## src/hw/rtl/lnsig_pkg.sv

```systemverilog
package lnsig_pkg;

	// counters are 4 bits wide, so no dimension can reach past 16
	localparam int MAX_DIM     = 16;
	localparam int DIM_LIM     = (MAX_DIM < 16) ? MAX_DIM : 16;
	localparam int NUM_DIMS    = 4;
	localparam int CFG_IDX_W   = 3;
	localparam int CFG_DATA_W  = 5;
	localparam int INDEX_W     = 16;

	typedef logic [3:0] coord_t;
	typedef logic [4:0] size_t;
	typedef logic [1:0] dim_t;
	typedef logic [8:0] inner_prod_t;
	typedef logic [7:0] scaled_coord_t;

	localparam dim_t DIM_K = 2'd0;
	localparam dim_t DIM_B = 2'd1;
	localparam dim_t DIM_H = 2'd2;
	localparam dim_t DIM_W = 2'd3;

	localparam size_t SIZE_LIM = size_t'(DIM_LIM);

	typedef enum logic [CFG_IDX_W-1:0] {
		REG_SIZE_K       = 3'd0,
		REG_SIZE_B       = 3'd1,
		REG_SIZE_H       = 3'd2,
		REG_SIZE_W       = 3'd3,
		REG_ORDER_FIRST  = 3'd4,
		REG_ORDER_SECOND = 3'd5,
		REG_ORDER_THIRD  = 3'd6,
		REG_ORDER_LAST   = 3'd7
	} reg_idx_t;

	// which stride a dimension ends up with
	typedef enum logic [1:0] {
		STR_UNIT  = 2'd0,
		STR_LAST  = 2'd1,
		STR_INNER = 2'd2
	} stride_sel_t;

	function automatic size_t eff_size(input size_t v);
		size_t r;
		if (v == '0) begin
			r = size_t'(1);
		end else if (v > SIZE_LIM) begin
			r = SIZE_LIM;
		end else begin
			r = v;
		end
		return r;
	endfunction

endpackage

```

## src/hw/rtl/loop_nest_strided_index_generator_unit.sv

```systemverilog
// Four-deep loop nest address generator (K outermost, W innermost). Every
// request word returns the current point's coordinates, its linear index
// (sum of stride times coordinate, kept to 16 bits) and a flag on the last
// point, then steps the counters, wrapping back to the origin after the last
// point; restart puts the counters at the origin first. Strides are
// mixed-radix products of the sizes in the programmed dimension order, the
// dimension named last getting stride 1; an order naming a dimension twice
// keeps the stride from the earlier-listed (outer) slot. Sizes of 0 count as
// 1 and sizes above 16 as 16. The block takes one word per clock while
// out_stall is low, through a two-stage pipeline; the first stage steps
// the counters and forms the partial products, the second the four stride
// multiplies and their sum. Configuration writes take effect on the next
// request word.
module loop_nest_strided_index_generator_unit
	import lnsig_pkg::*;
(
	input  logic                  clk,
	input  logic                  arst_n,
	input  logic                  cfg_we,
	input  logic [CFG_IDX_W-1:0]  cfg_index,
	input  logic [CFG_DATA_W-1:0] cfg_data,
	input  logic                  in_valid,
	output logic                  in_stall,
	input  logic                  restart,
	output logic                  out_valid,
	input  logic                  out_stall,
	output logic [INDEX_W-1:0]    point_index,
	output logic [3:0]            coord_k,
	output logic [3:0]            coord_b,
	output logic [3:0]            coord_h,
	output logic [3:0]            coord_w,
	output logic                  final_point
);

	size_t  size_q  [NUM_DIMS];
	dim_t   order_q [NUM_DIMS];
	coord_t count_q [NUM_DIMS];

	size_t         sz       [NUM_DIMS];
	coord_t        cur      [NUM_DIMS];
	coord_t        nxt      [NUM_DIMS];
	logic          wrap     [NUM_DIMS];
	scaled_coord_t scaled   [NUM_DIMS];
	stride_sel_t   sel      [NUM_DIMS];
	logic          fin;
	inner_prod_t   inner_prod;
	size_t         last_sz;

	logic          valid_s1;
	coord_t        coord_s1 [NUM_DIMS];
	logic          fin_s1;
	size_t         last_sz_s1;
	inner_prod_t   inner_s1;
	scaled_coord_t scaled_s1 [NUM_DIMS];
	stride_sel_t   sel_s1    [NUM_DIMS];

	logic               valid_s2;
	logic [INDEX_W-1:0] index_s2;
	coord_t             coord_s2 [NUM_DIMS];
	logic               fin_s2;

	logic               in_accept;
	logic               load_s2;
	logic [INDEX_W-1:0] term [NUM_DIMS];
	logic [INDEX_W-1:0] index_sum;

	assign load_s2   = valid_s1 && (!valid_s2 || !out_stall);
	assign in_stall  = valid_s1 && !load_s2;
	assign in_accept = in_valid && !in_stall;

	// configuration registers
	always_ff @(posedge clk or negedge arst_n) begin
		if (!arst_n) begin
			for (int i = 0; i < NUM_DIMS; i++) begin
				size_q[i]  <= size_t'(1);
				order_q[i] <= dim_t'(i);
			end
		end else if (cfg_we) begin
			unique case (reg_idx_t'(cfg_index)) inside
				REG_SIZE_K, REG_SIZE_B, REG_SIZE_H, REG_SIZE_W: begin
					size_q[cfg_index[1:0]] <= cfg_data;
				end
				REG_ORDER_FIRST, REG_ORDER_SECOND, REG_ORDER_THIRD, REG_ORDER_LAST: begin
					order_q[cfg_index[1:0]] <= cfg_data[1:0];
				end
			endcase
		end
	end

	// counter step, stride selection and partial products
	always_comb begin
		logic carry;
		carry = 1'b1;
		fin   = 1'b1;
		for (int d = 0; d < NUM_DIMS; d++) begin
			sz[d]  = eff_size(size_q[d]);
			cur[d] = restart ? '0 : count_q[d];
		end
		// w is the fastest digit, carry ripples toward k
		for (int d = NUM_DIMS - 1; d >= 0; d--) begin
			wrap[d] = ({1'b0, cur[d]} + 5'd1) >= sz[d];
			fin     = fin && wrap[d];
			if (carry) begin
				nxt[d] = wrap[d] ? '0 : cur[d] + 4'd1;
			end else begin
				nxt[d] = cur[d];
			end
			carry = carry && wrap[d];
		end
		last_sz    = sz[order_q[3]];
		inner_prod = inner_prod_t'(sz[order_q[3]]) * inner_prod_t'(sz[order_q[2]]);
		for (int d = 0; d < NUM_DIMS; d++) begin
			if (dim_t'(d) == order_q[0]) begin
				// outermost stride is inner_prod times the second size
				scaled[d] = scaled_coord_t'(sz[order_q[1]]) * scaled_coord_t'(cur[d]);
				sel[d]    = STR_INNER;
			end else if (dim_t'(d) == order_q[1]) begin
				scaled[d] = scaled_coord_t'(cur[d]);
				sel[d]    = STR_INNER;
			end else if (dim_t'(d) == order_q[2]) begin
				scaled[d] = scaled_coord_t'(cur[d]);
				sel[d]    = STR_LAST;
			end else begin
				scaled[d] = scaled_coord_t'(cur[d]);
				sel[d]    = STR_UNIT;
			end
		end
	end

	always_ff @(posedge clk or negedge arst_n) begin
		if (!arst_n) begin
			for (int i = 0; i < NUM_DIMS; i++) begin
				count_q[i] <= '0;
			end
			valid_s1 <= 1'b0;
		end else begin
			if (in_accept) begin
				for (int i = 0; i < NUM_DIMS; i++) begin
					count_q[i] <= nxt[i];
				end
				valid_s1 <= 1'b1;
			end else if (load_s2) begin
				valid_s1 <= 1'b0;
			end
		end
	end

	always_ff @(posedge clk) begin
		if (in_accept) begin
			for (int i = 0; i < NUM_DIMS; i++) begin
				coord_s1[i]  <= cur[i];
				scaled_s1[i] <= scaled[i];
				sel_s1[i]    <= sel[i];
			end
			fin_s1     <= fin;
			last_sz_s1 <= last_sz;
			inner_s1   <= inner_prod;
		end
	end

	// stride multiplies and sum
	always_comb begin
		for (int d = 0; d < NUM_DIMS; d++) begin
			case (sel_s1[d])
				STR_INNER: term[d] = INDEX_W'(inner_s1) * INDEX_W'(scaled_s1[d]);
				STR_LAST:  term[d] = INDEX_W'(last_sz_s1) * INDEX_W'(scaled_s1[d]);
				default:   term[d] = INDEX_W'(scaled_s1[d]);
			endcase
		end
		index_sum = term[DIM_K] + term[DIM_B] + term[DIM_H] + term[DIM_W];
	end

	always_ff @(posedge clk or negedge arst_n) begin
		if (!arst_n) begin
			valid_s2 <= 1'b0;
		end else if (load_s2) begin
			valid_s2 <= 1'b1;
		end else if (!out_stall) begin
			valid_s2 <= 1'b0;
		end
	end

	always_ff @(posedge clk) begin
		if (load_s2) begin
			index_s2 <= index_sum;
			for (int i = 0; i < NUM_DIMS; i++) begin
				coord_s2[i] <= coord_s1[i];
			end
			fin_s2 <= fin_s1;
		end
	end

	assign out_valid   = valid_s2;
	assign point_index = index_s2;
	assign coord_k     = coord_s2[DIM_K];
	assign coord_b     = coord_s2[DIM_B];
	assign coord_h     = coord_s2[DIM_H];
	assign coord_w     = coord_s2[DIM_W];
	assign final_point = fin_s2;

endmodule
```

## config.mk

```make
export PLATFORM = sky130hd
export DESIGN_NAME = loop_nest_strided_index_generator_unit
export DESIGN_NICKNAME = d
export VERILOG_FILES = /design/src/hw/rtl/lnsig_pkg.sv /design/src/hw/rtl/loop_nest_strided_index_generator_unit.sv
export SDC_FILE = /design/constraint.sdc
export NUM_CORES = 1
export LEC_CHECK = 0
export ABC_AREA = 1
export CORE_MARGIN = 2
export CORE_UTILIZATION = 65
export DETAILED_ROUTE_END_ITERATION = 6
export DONT_BUFFER_PORTS = 1
export PLACE_DENSITY = 0.8
export SYNTH_ARGS = -nofsm -noshare
export SYNTH_HDL_FRONTEND = slang
export SYNTH_SLANG_ARGS = --single-unit
```

## constraint.sdc

```tcl
create_clock -name clk -period 16 [get_ports clk]
set_input_delay 2.4 -clock clk [delete_from_list [all_inputs] [get_ports clk]]
set_output_delay 2.4 -clock clk [all_outputs]
set_load 0.01 [all_outputs]
```

**Word level (Yosys, flattened, before mapping)**

Memory sizes are Yosys's and may differ from the RTL's.
Cells that the tools add are included.

- Register bits: 78
- Latch bits: 0
- Bits in writable memories: 72
- Memory bits (read-only): 0
- Input port bits: 14
- Output and inout bits: 35
- Logic and storage cells: 176
- Memories kept: 4

Memory list:

| memory | depth | width | rd ports | clocked after Yosys merged registers in | wr ports | line | source |
|---|---|---|---|---|---|---|---|
| scaled_s1 | 4 | 8 | 4 | 0 | 4 | loop_nest_strided_index_generator_unit.sv:54 | `scaled_coord_t scaled_s1 [NUM_DIMS];` |
| coord_s1 | 4 | 4 | 4 | 0 | 4 | loop_nest_strided_index_generator_unit.sv:50 | `coord_t coord_s1 [NUM_DIMS];` |
| coord_s2 | 4 | 4 | 4 | 0 | 4 | loop_nest_strided_index_generator_unit.sv:59 | `coord_t coord_s2 [NUM_DIMS];` |
| sel_s1 | 4 | 2 | 4 | 0 | 4 | loop_nest_strided_index_generator_unit.sv:55 | `stride_sel_t sel_s1 [NUM_DIMS];` |

- Add/subtract/negate cells: 11
- Multiply operators: 13
- Divide/modulo/power cells: 0
- $lt $le $gt $ge: 13
- Equality and inequality tests: 25
- Shift operators: 0
- Mux-type cells: 62
- Bitwise operators: 4
- Reduce and logical (&&, ||, !) cells: 25

Operators with widths:

| kind | number |
|---|---|
| 16-bit case mux with 2 select lines | 4 |
| 5-bit 2-to-1 mux | 15 |
| 9-bit by 8-bit multiplier with 16-bit output | 4 |
| 5-bit by 8-bit multiplier with 13-bit output | 4 |
| 16-bit adder | 3 |
| 4-bit 2-to-1 mux | 11 |
| 5-bit by 4-bit multiplier with 8-bit output | 4 |
| 8-bit 2-to-1 mux | 4 |
| 5-bit binary-select mux with 2-bit select | 3 |
| 4-bit by 1-bit adder with 5-bit output (second input constant) | 4 |
| 20-bit bitwise mux | 1 |
| 5-bit >= comparator | 4 |
| 5-bit > comparator (second input constant) | 4 |
| 5-bit logical NOT | 4 |
| 2-bit 2-to-1 mux | 9 |
| 4-bit by 1-bit adder with 4-bit output (second input constant) | 4 |
| 2-bit equality test (first input constant) | 6 |
| 3-bit equality test (second input constant) | 4 |
| 3-bit >= comparator (second input constant) | 4 |
| 1-bit 2-to-1 mux | 12 |
| 2-bit inverter with 3-bit output | 4 |
| 5-bit demux with 2-bit select | 1 |
| 5-bit by 5-bit multiplier with 9-bit output | 1 |
| 8-bit bitwise mux | 1 |
| other kinds (16) | 38 |

**Logic depth before layout (Yosys ltp)**

- Depth after elaboration: 9
- Depth in mapped cells: 35
- Depth with buffers taken out: 33

**Worst setup path before layout**

OpenSTA, ideal clock, no wires.

- Path type: register to register
- From: register inner_s1[8]
- To: register index_s2[15] (netlist: point_index[15]) (data pin)
- Setup time: 249 ps
- Arrival: 6,593 ps
- Data required time: 15,751 ps
- Path slack: 9,158 ps
- Cell stages (with the launch flop): 33
- Path buffers: 2
- Clock period less this slack: 6,842 ps
- Path through: edfxtp_1 clkbuf_1 clkbuf_1 nand2_1 fa_1 fa_1 inv_1 fa_1 inv_1 fa_1 inv_1 ha_1 nand2_1 nor3_1 nand3_1 o2111ai_1 nand2_1 a21oi_1 xnor2_1 nor2_1 fa_1 inv_1 fa_1 inv_1 ha_1 nand2_1 nor2_1 a221oi_1 nand2_1 xor2_1 nand3b_1 nand2_1 inv_1

- Word-level cells in the longest chain between the ends: 5
- Elaborated cells on any way between the ends: 11
- Classes of those cells: 3 x add/sub; 4 x mul; 4 x mux

RTL lines:

| what | line | source |
|---|---|---|
| start: declaration | loop_nest_strided_index_generator_unit.sv:53 | `inner_prod_t inner_s1;` |
| start signal: assignment | loop_nest_strided_index_generator_unit.sv:157 | `inner_s1 <= inner_prod;` |
| 9-bit by 8-bit multiplier with 16-bit output | loop_nest_strided_index_generator_unit.sv:165 | `STR_INNER: term[d] = INDEX_W'(inner_s1) * INDEX_W'(scaled_s1[d]);` |
| 16-bit case mux with 2 select lines | loop_nest_strided_index_generator_unit.sv:164 | `case (sel_s1[d])` |
| 16-bit adder (2 in series) | loop_nest_strided_index_generator_unit.sv:170 | `index_sum = term[DIM_K] + term[DIM_B] + term[DIM_H] + term[DIM_W];` |
| 16-bit adder (*) | loop_nest_strided_index_generator_unit.sv:170 |  |
| net index_sum[15] | loop_nest_strided_index_generator_unit.sv:65 | `logic [INDEX_W-1:0] index_sum;` |
| end signal: assignment | loop_nest_strided_index_generator_unit.sv:185 | `index_s2 <= index_sum;` |
| end: declaration | loop_nest_strided_index_generator_unit.sv:58 | `logic [INDEX_W-1:0] index_s2;` |

Mark *: on every way through the listed nets, which the timed path passes. The rest lies on a longest branch.
A chain may end at the register's enable or synchronous reset.

**Worst setup path after layout**

- From: register inner_s1[5]
- To: register index_s2[15] (netlist: point_index[15]) (data pin)

The elaborated chain is that of the path after synthesis.

==> results.md <==
- Rows: 73
- Vias in the first global route: 23,387
- Yosys top cell area share: 22.76%
- Post-synth top cells: inv_1, nand2_1, ha_1, fa_1, nor2_1
- Most frequent cell after synthesis: inv_1
- Root buf cell: clkbuf_16
- Post-detail-place hpwl: 55.12 mm
- Port Buffers: 0
- TritonCTS clock tree: yes
- Fin Clk Skew: 0.01773 ns
- CP bufs+invs: 7
- Tmin final: 7.512 ns
- FFs w/ async S/R, synth: 30.67%
- Initial antenna violation count: 0
- RSZ-0062 raised after global routing: false
- Final wirelength: 70.39 mm
- Final Setup Violations: 0
- Slowest CP cell: fa_1
- Final worst path period share: 46.95%
- Biggest area consumer among synthesized cells: fa_1
- Fmax: 0.1331 GHz
- Crit path DAT: 7.72 ns
- Startpoint types: flop
- Die Span Y: 204.8 µm
- Library cells used by synthesis: 54
- Slew @ Worst Pin: 1.197 ns
- Width of the die: 204.8 µm
- Die footprint: 41,940 µm²
- All-Layer GR Usage: 34.96%
- MaxCap Viol Count: 0
- Post-Syn Area: 26,210 µm²
- I/O pins: 49
- Data required, critical path: 16.21 ns
- WL per Instance: 17.49 µm
- First-pass GRT wire length: 115.0 mm
- Post-synth EDFFs: 104
- Post-route ant nets: 0
- Sequential share of the synthesized area: 16.35%
- CTS Buf Count: 17
- Final GP Congestion: 1.018
- Worst slew margin: 20.00%
- Final Hold Viols: 0
- Total number of vias: 22,817
- Initial Utilization: 65.96%
- Bufs on Longest Clock Path: 2
- Worst Hold Class: flop to flop
- Area growth syn-to-layout: 4.091%
- Layout Nets: 4,131
- Max Transition Viols Final: 0
- Antenna diode count: 0
- Post-CTS Setup Bufs: 0
- Mapped Nets: 4,183
- H-Tree Depth: 4
- Sink Count: 150
- Share of post-route cells with drive strength above 1: 3.343%
- Outcome: finished, final reports clean
- Seq cells post-synth: 150
- Critical Path End Type: flop
- Total grt overflow: 0
- CP Class: flop to flop
- Worst-path maximum fanout: 32
- Core Area: 39,730 µm²
- Number of hold buffers added after cts: 0
- Main synth FF type: edfxtp_1
- Largest net degree at the start of global routing: 88
- Initial DRC Count: 1,811
- Post_cts resized: 0
- Total negative setup slack: 0 ns
- Mean Syn Cell Area: 7.405 µm²
- Drt pass-1 iters: 6
- Clock transition at path regs: 0.08 ns
- CP top delay family: adder cells
- Crit-path max cell delay: 0.56 ns
- Vias/cell: 5.669
- Clock Latency Late Sink: 0.44 ns
- Area contributors post-synth: fa_1, ha_1, inv_1
- DRC violations left: 0
- Yosys warns: 0
- Synth Instances: 3,539
[area by class of cell]
type,instances,area [µm²]
multi-input cells,2368,18100
fillers,3301,12450
repair buffers,21,157.7
flip-flops and latches,150,4284
clock buffers,20,479.2
well taps,525,656.9
clock inverters,12,117.6
inverters,929,3488
[logic make-up after synthesis]
| family | Yosys count | synth area share, % |
|---|---|---|
| AOI/OAI and AO/OA | 420 | 9.052 |
| xor gates and xnor gates | 57 | 1.934 |
| adders and majority gates | 630 | 38.61 |
| buffers and inverters | 1021 | 14.65 |
| DFF | 150 | 16.35 |
| muxes | 1 | 0.03819 |
| and+or+nand+nor | 1260 | 19.37 |
[worst paths after layout]
| kind | start | cells past startpoint | slack, ns | to |
|---|---|---|---|---|
| hold reg to reg | coord_s1[3][3] | 0 | 0.43 | coord_s2[3][3] |
| setup / recovery | inner_s1[5] | 32 | 8.49 | point_index[15] |
| min in group asynchronous | arst_n | 0 | 1.65 | count_q[15] |
| hold / removal | coord_s1[3][3] | 0 | 0.43 | coord_s2[3][3] |
| max in group asynchronous | arst_n | 0 | 14.15 | size_q[0] |
| setup reg to reg | inner_s1[5] | 32 | 8.49 | point_index[15] |
[cells in the final DEF, fill, tap and decap left out, drive strengths merged, types with 8 or more instances in the layout]
| cell type | instances |
|---|---|
| a31oi | 14 |
| or2 | 11 |
| nand4 | 10 |
| clkbuf | 20 |
| nand2 | 899 |
| xnor2 | 21 |
| nand3 | 97 |
| edfxtp | 104 |
| o22ai | 20 |
| clkinv | 8 |
| dfrtp | 38 |
| xor2 | 36 |
| o21ai | 159 |
| dfstp | 8 |
| nor2 | 214 |
| inv | 933 |
| a21oi | 168 |
| buf | 21 |
| fa | 298 |
| nor3 | 20 |
| ha | 332 |
| o2111ai | 11 |
[layer usage]
metal  track usage [%]  part of all wire, %  vias to the layer above
li1                  -                    -                    10675
met5                 0                    0                        -
met2             60.24                   48                     1073
met4             20.76                  6.5                        0
met1             41.96                   38                    10800
met3             4.375                  8.1                      269
[stage by stage]
step           instances  util [%]  instance area, µm²  setup WS (ns)  hold WS (ns)
2_1_floorplan       3539         -               26210          9.158        0.4003
4_1_cts             4025     68.66               27280          8.558        0.4316
3_3_place_gp        3993     67.16               26680          8.697        0.4087
3_5_place_dp        3993     67.16               26680          8.573        0.4064
6_report            4025     68.66               27280          8.488        0.4314
5_1_grt             4025     68.66               27280          7.960        0.4384
[worst register-to-register path, delay by kind of cell, from the launching register on]
kind | cells | cell delay (ns)
simple gates | 6 | 0.71
fa+ha+maj | 8 | 3.59
compound gates | 10 | 1.74
buf+inv | 7 | 0.77
flops | 1 | 0.33
xor+xnor | 1 | 0.16
[state kept, by name, summed over array words and instances (netlist names), 5 cells and up]
signal,flops
order_q,8
point_index,16
size_q,20
count_q,16
scaled_s1,32
last_sz_s1,5
coord_s1,16
inner_s1,9
sel_s1,8
coord_s2,16
Power is left out: the tool's default activity adds up to more than one toggle a clock period on the data nets, which glitch-free logic cannot reach.
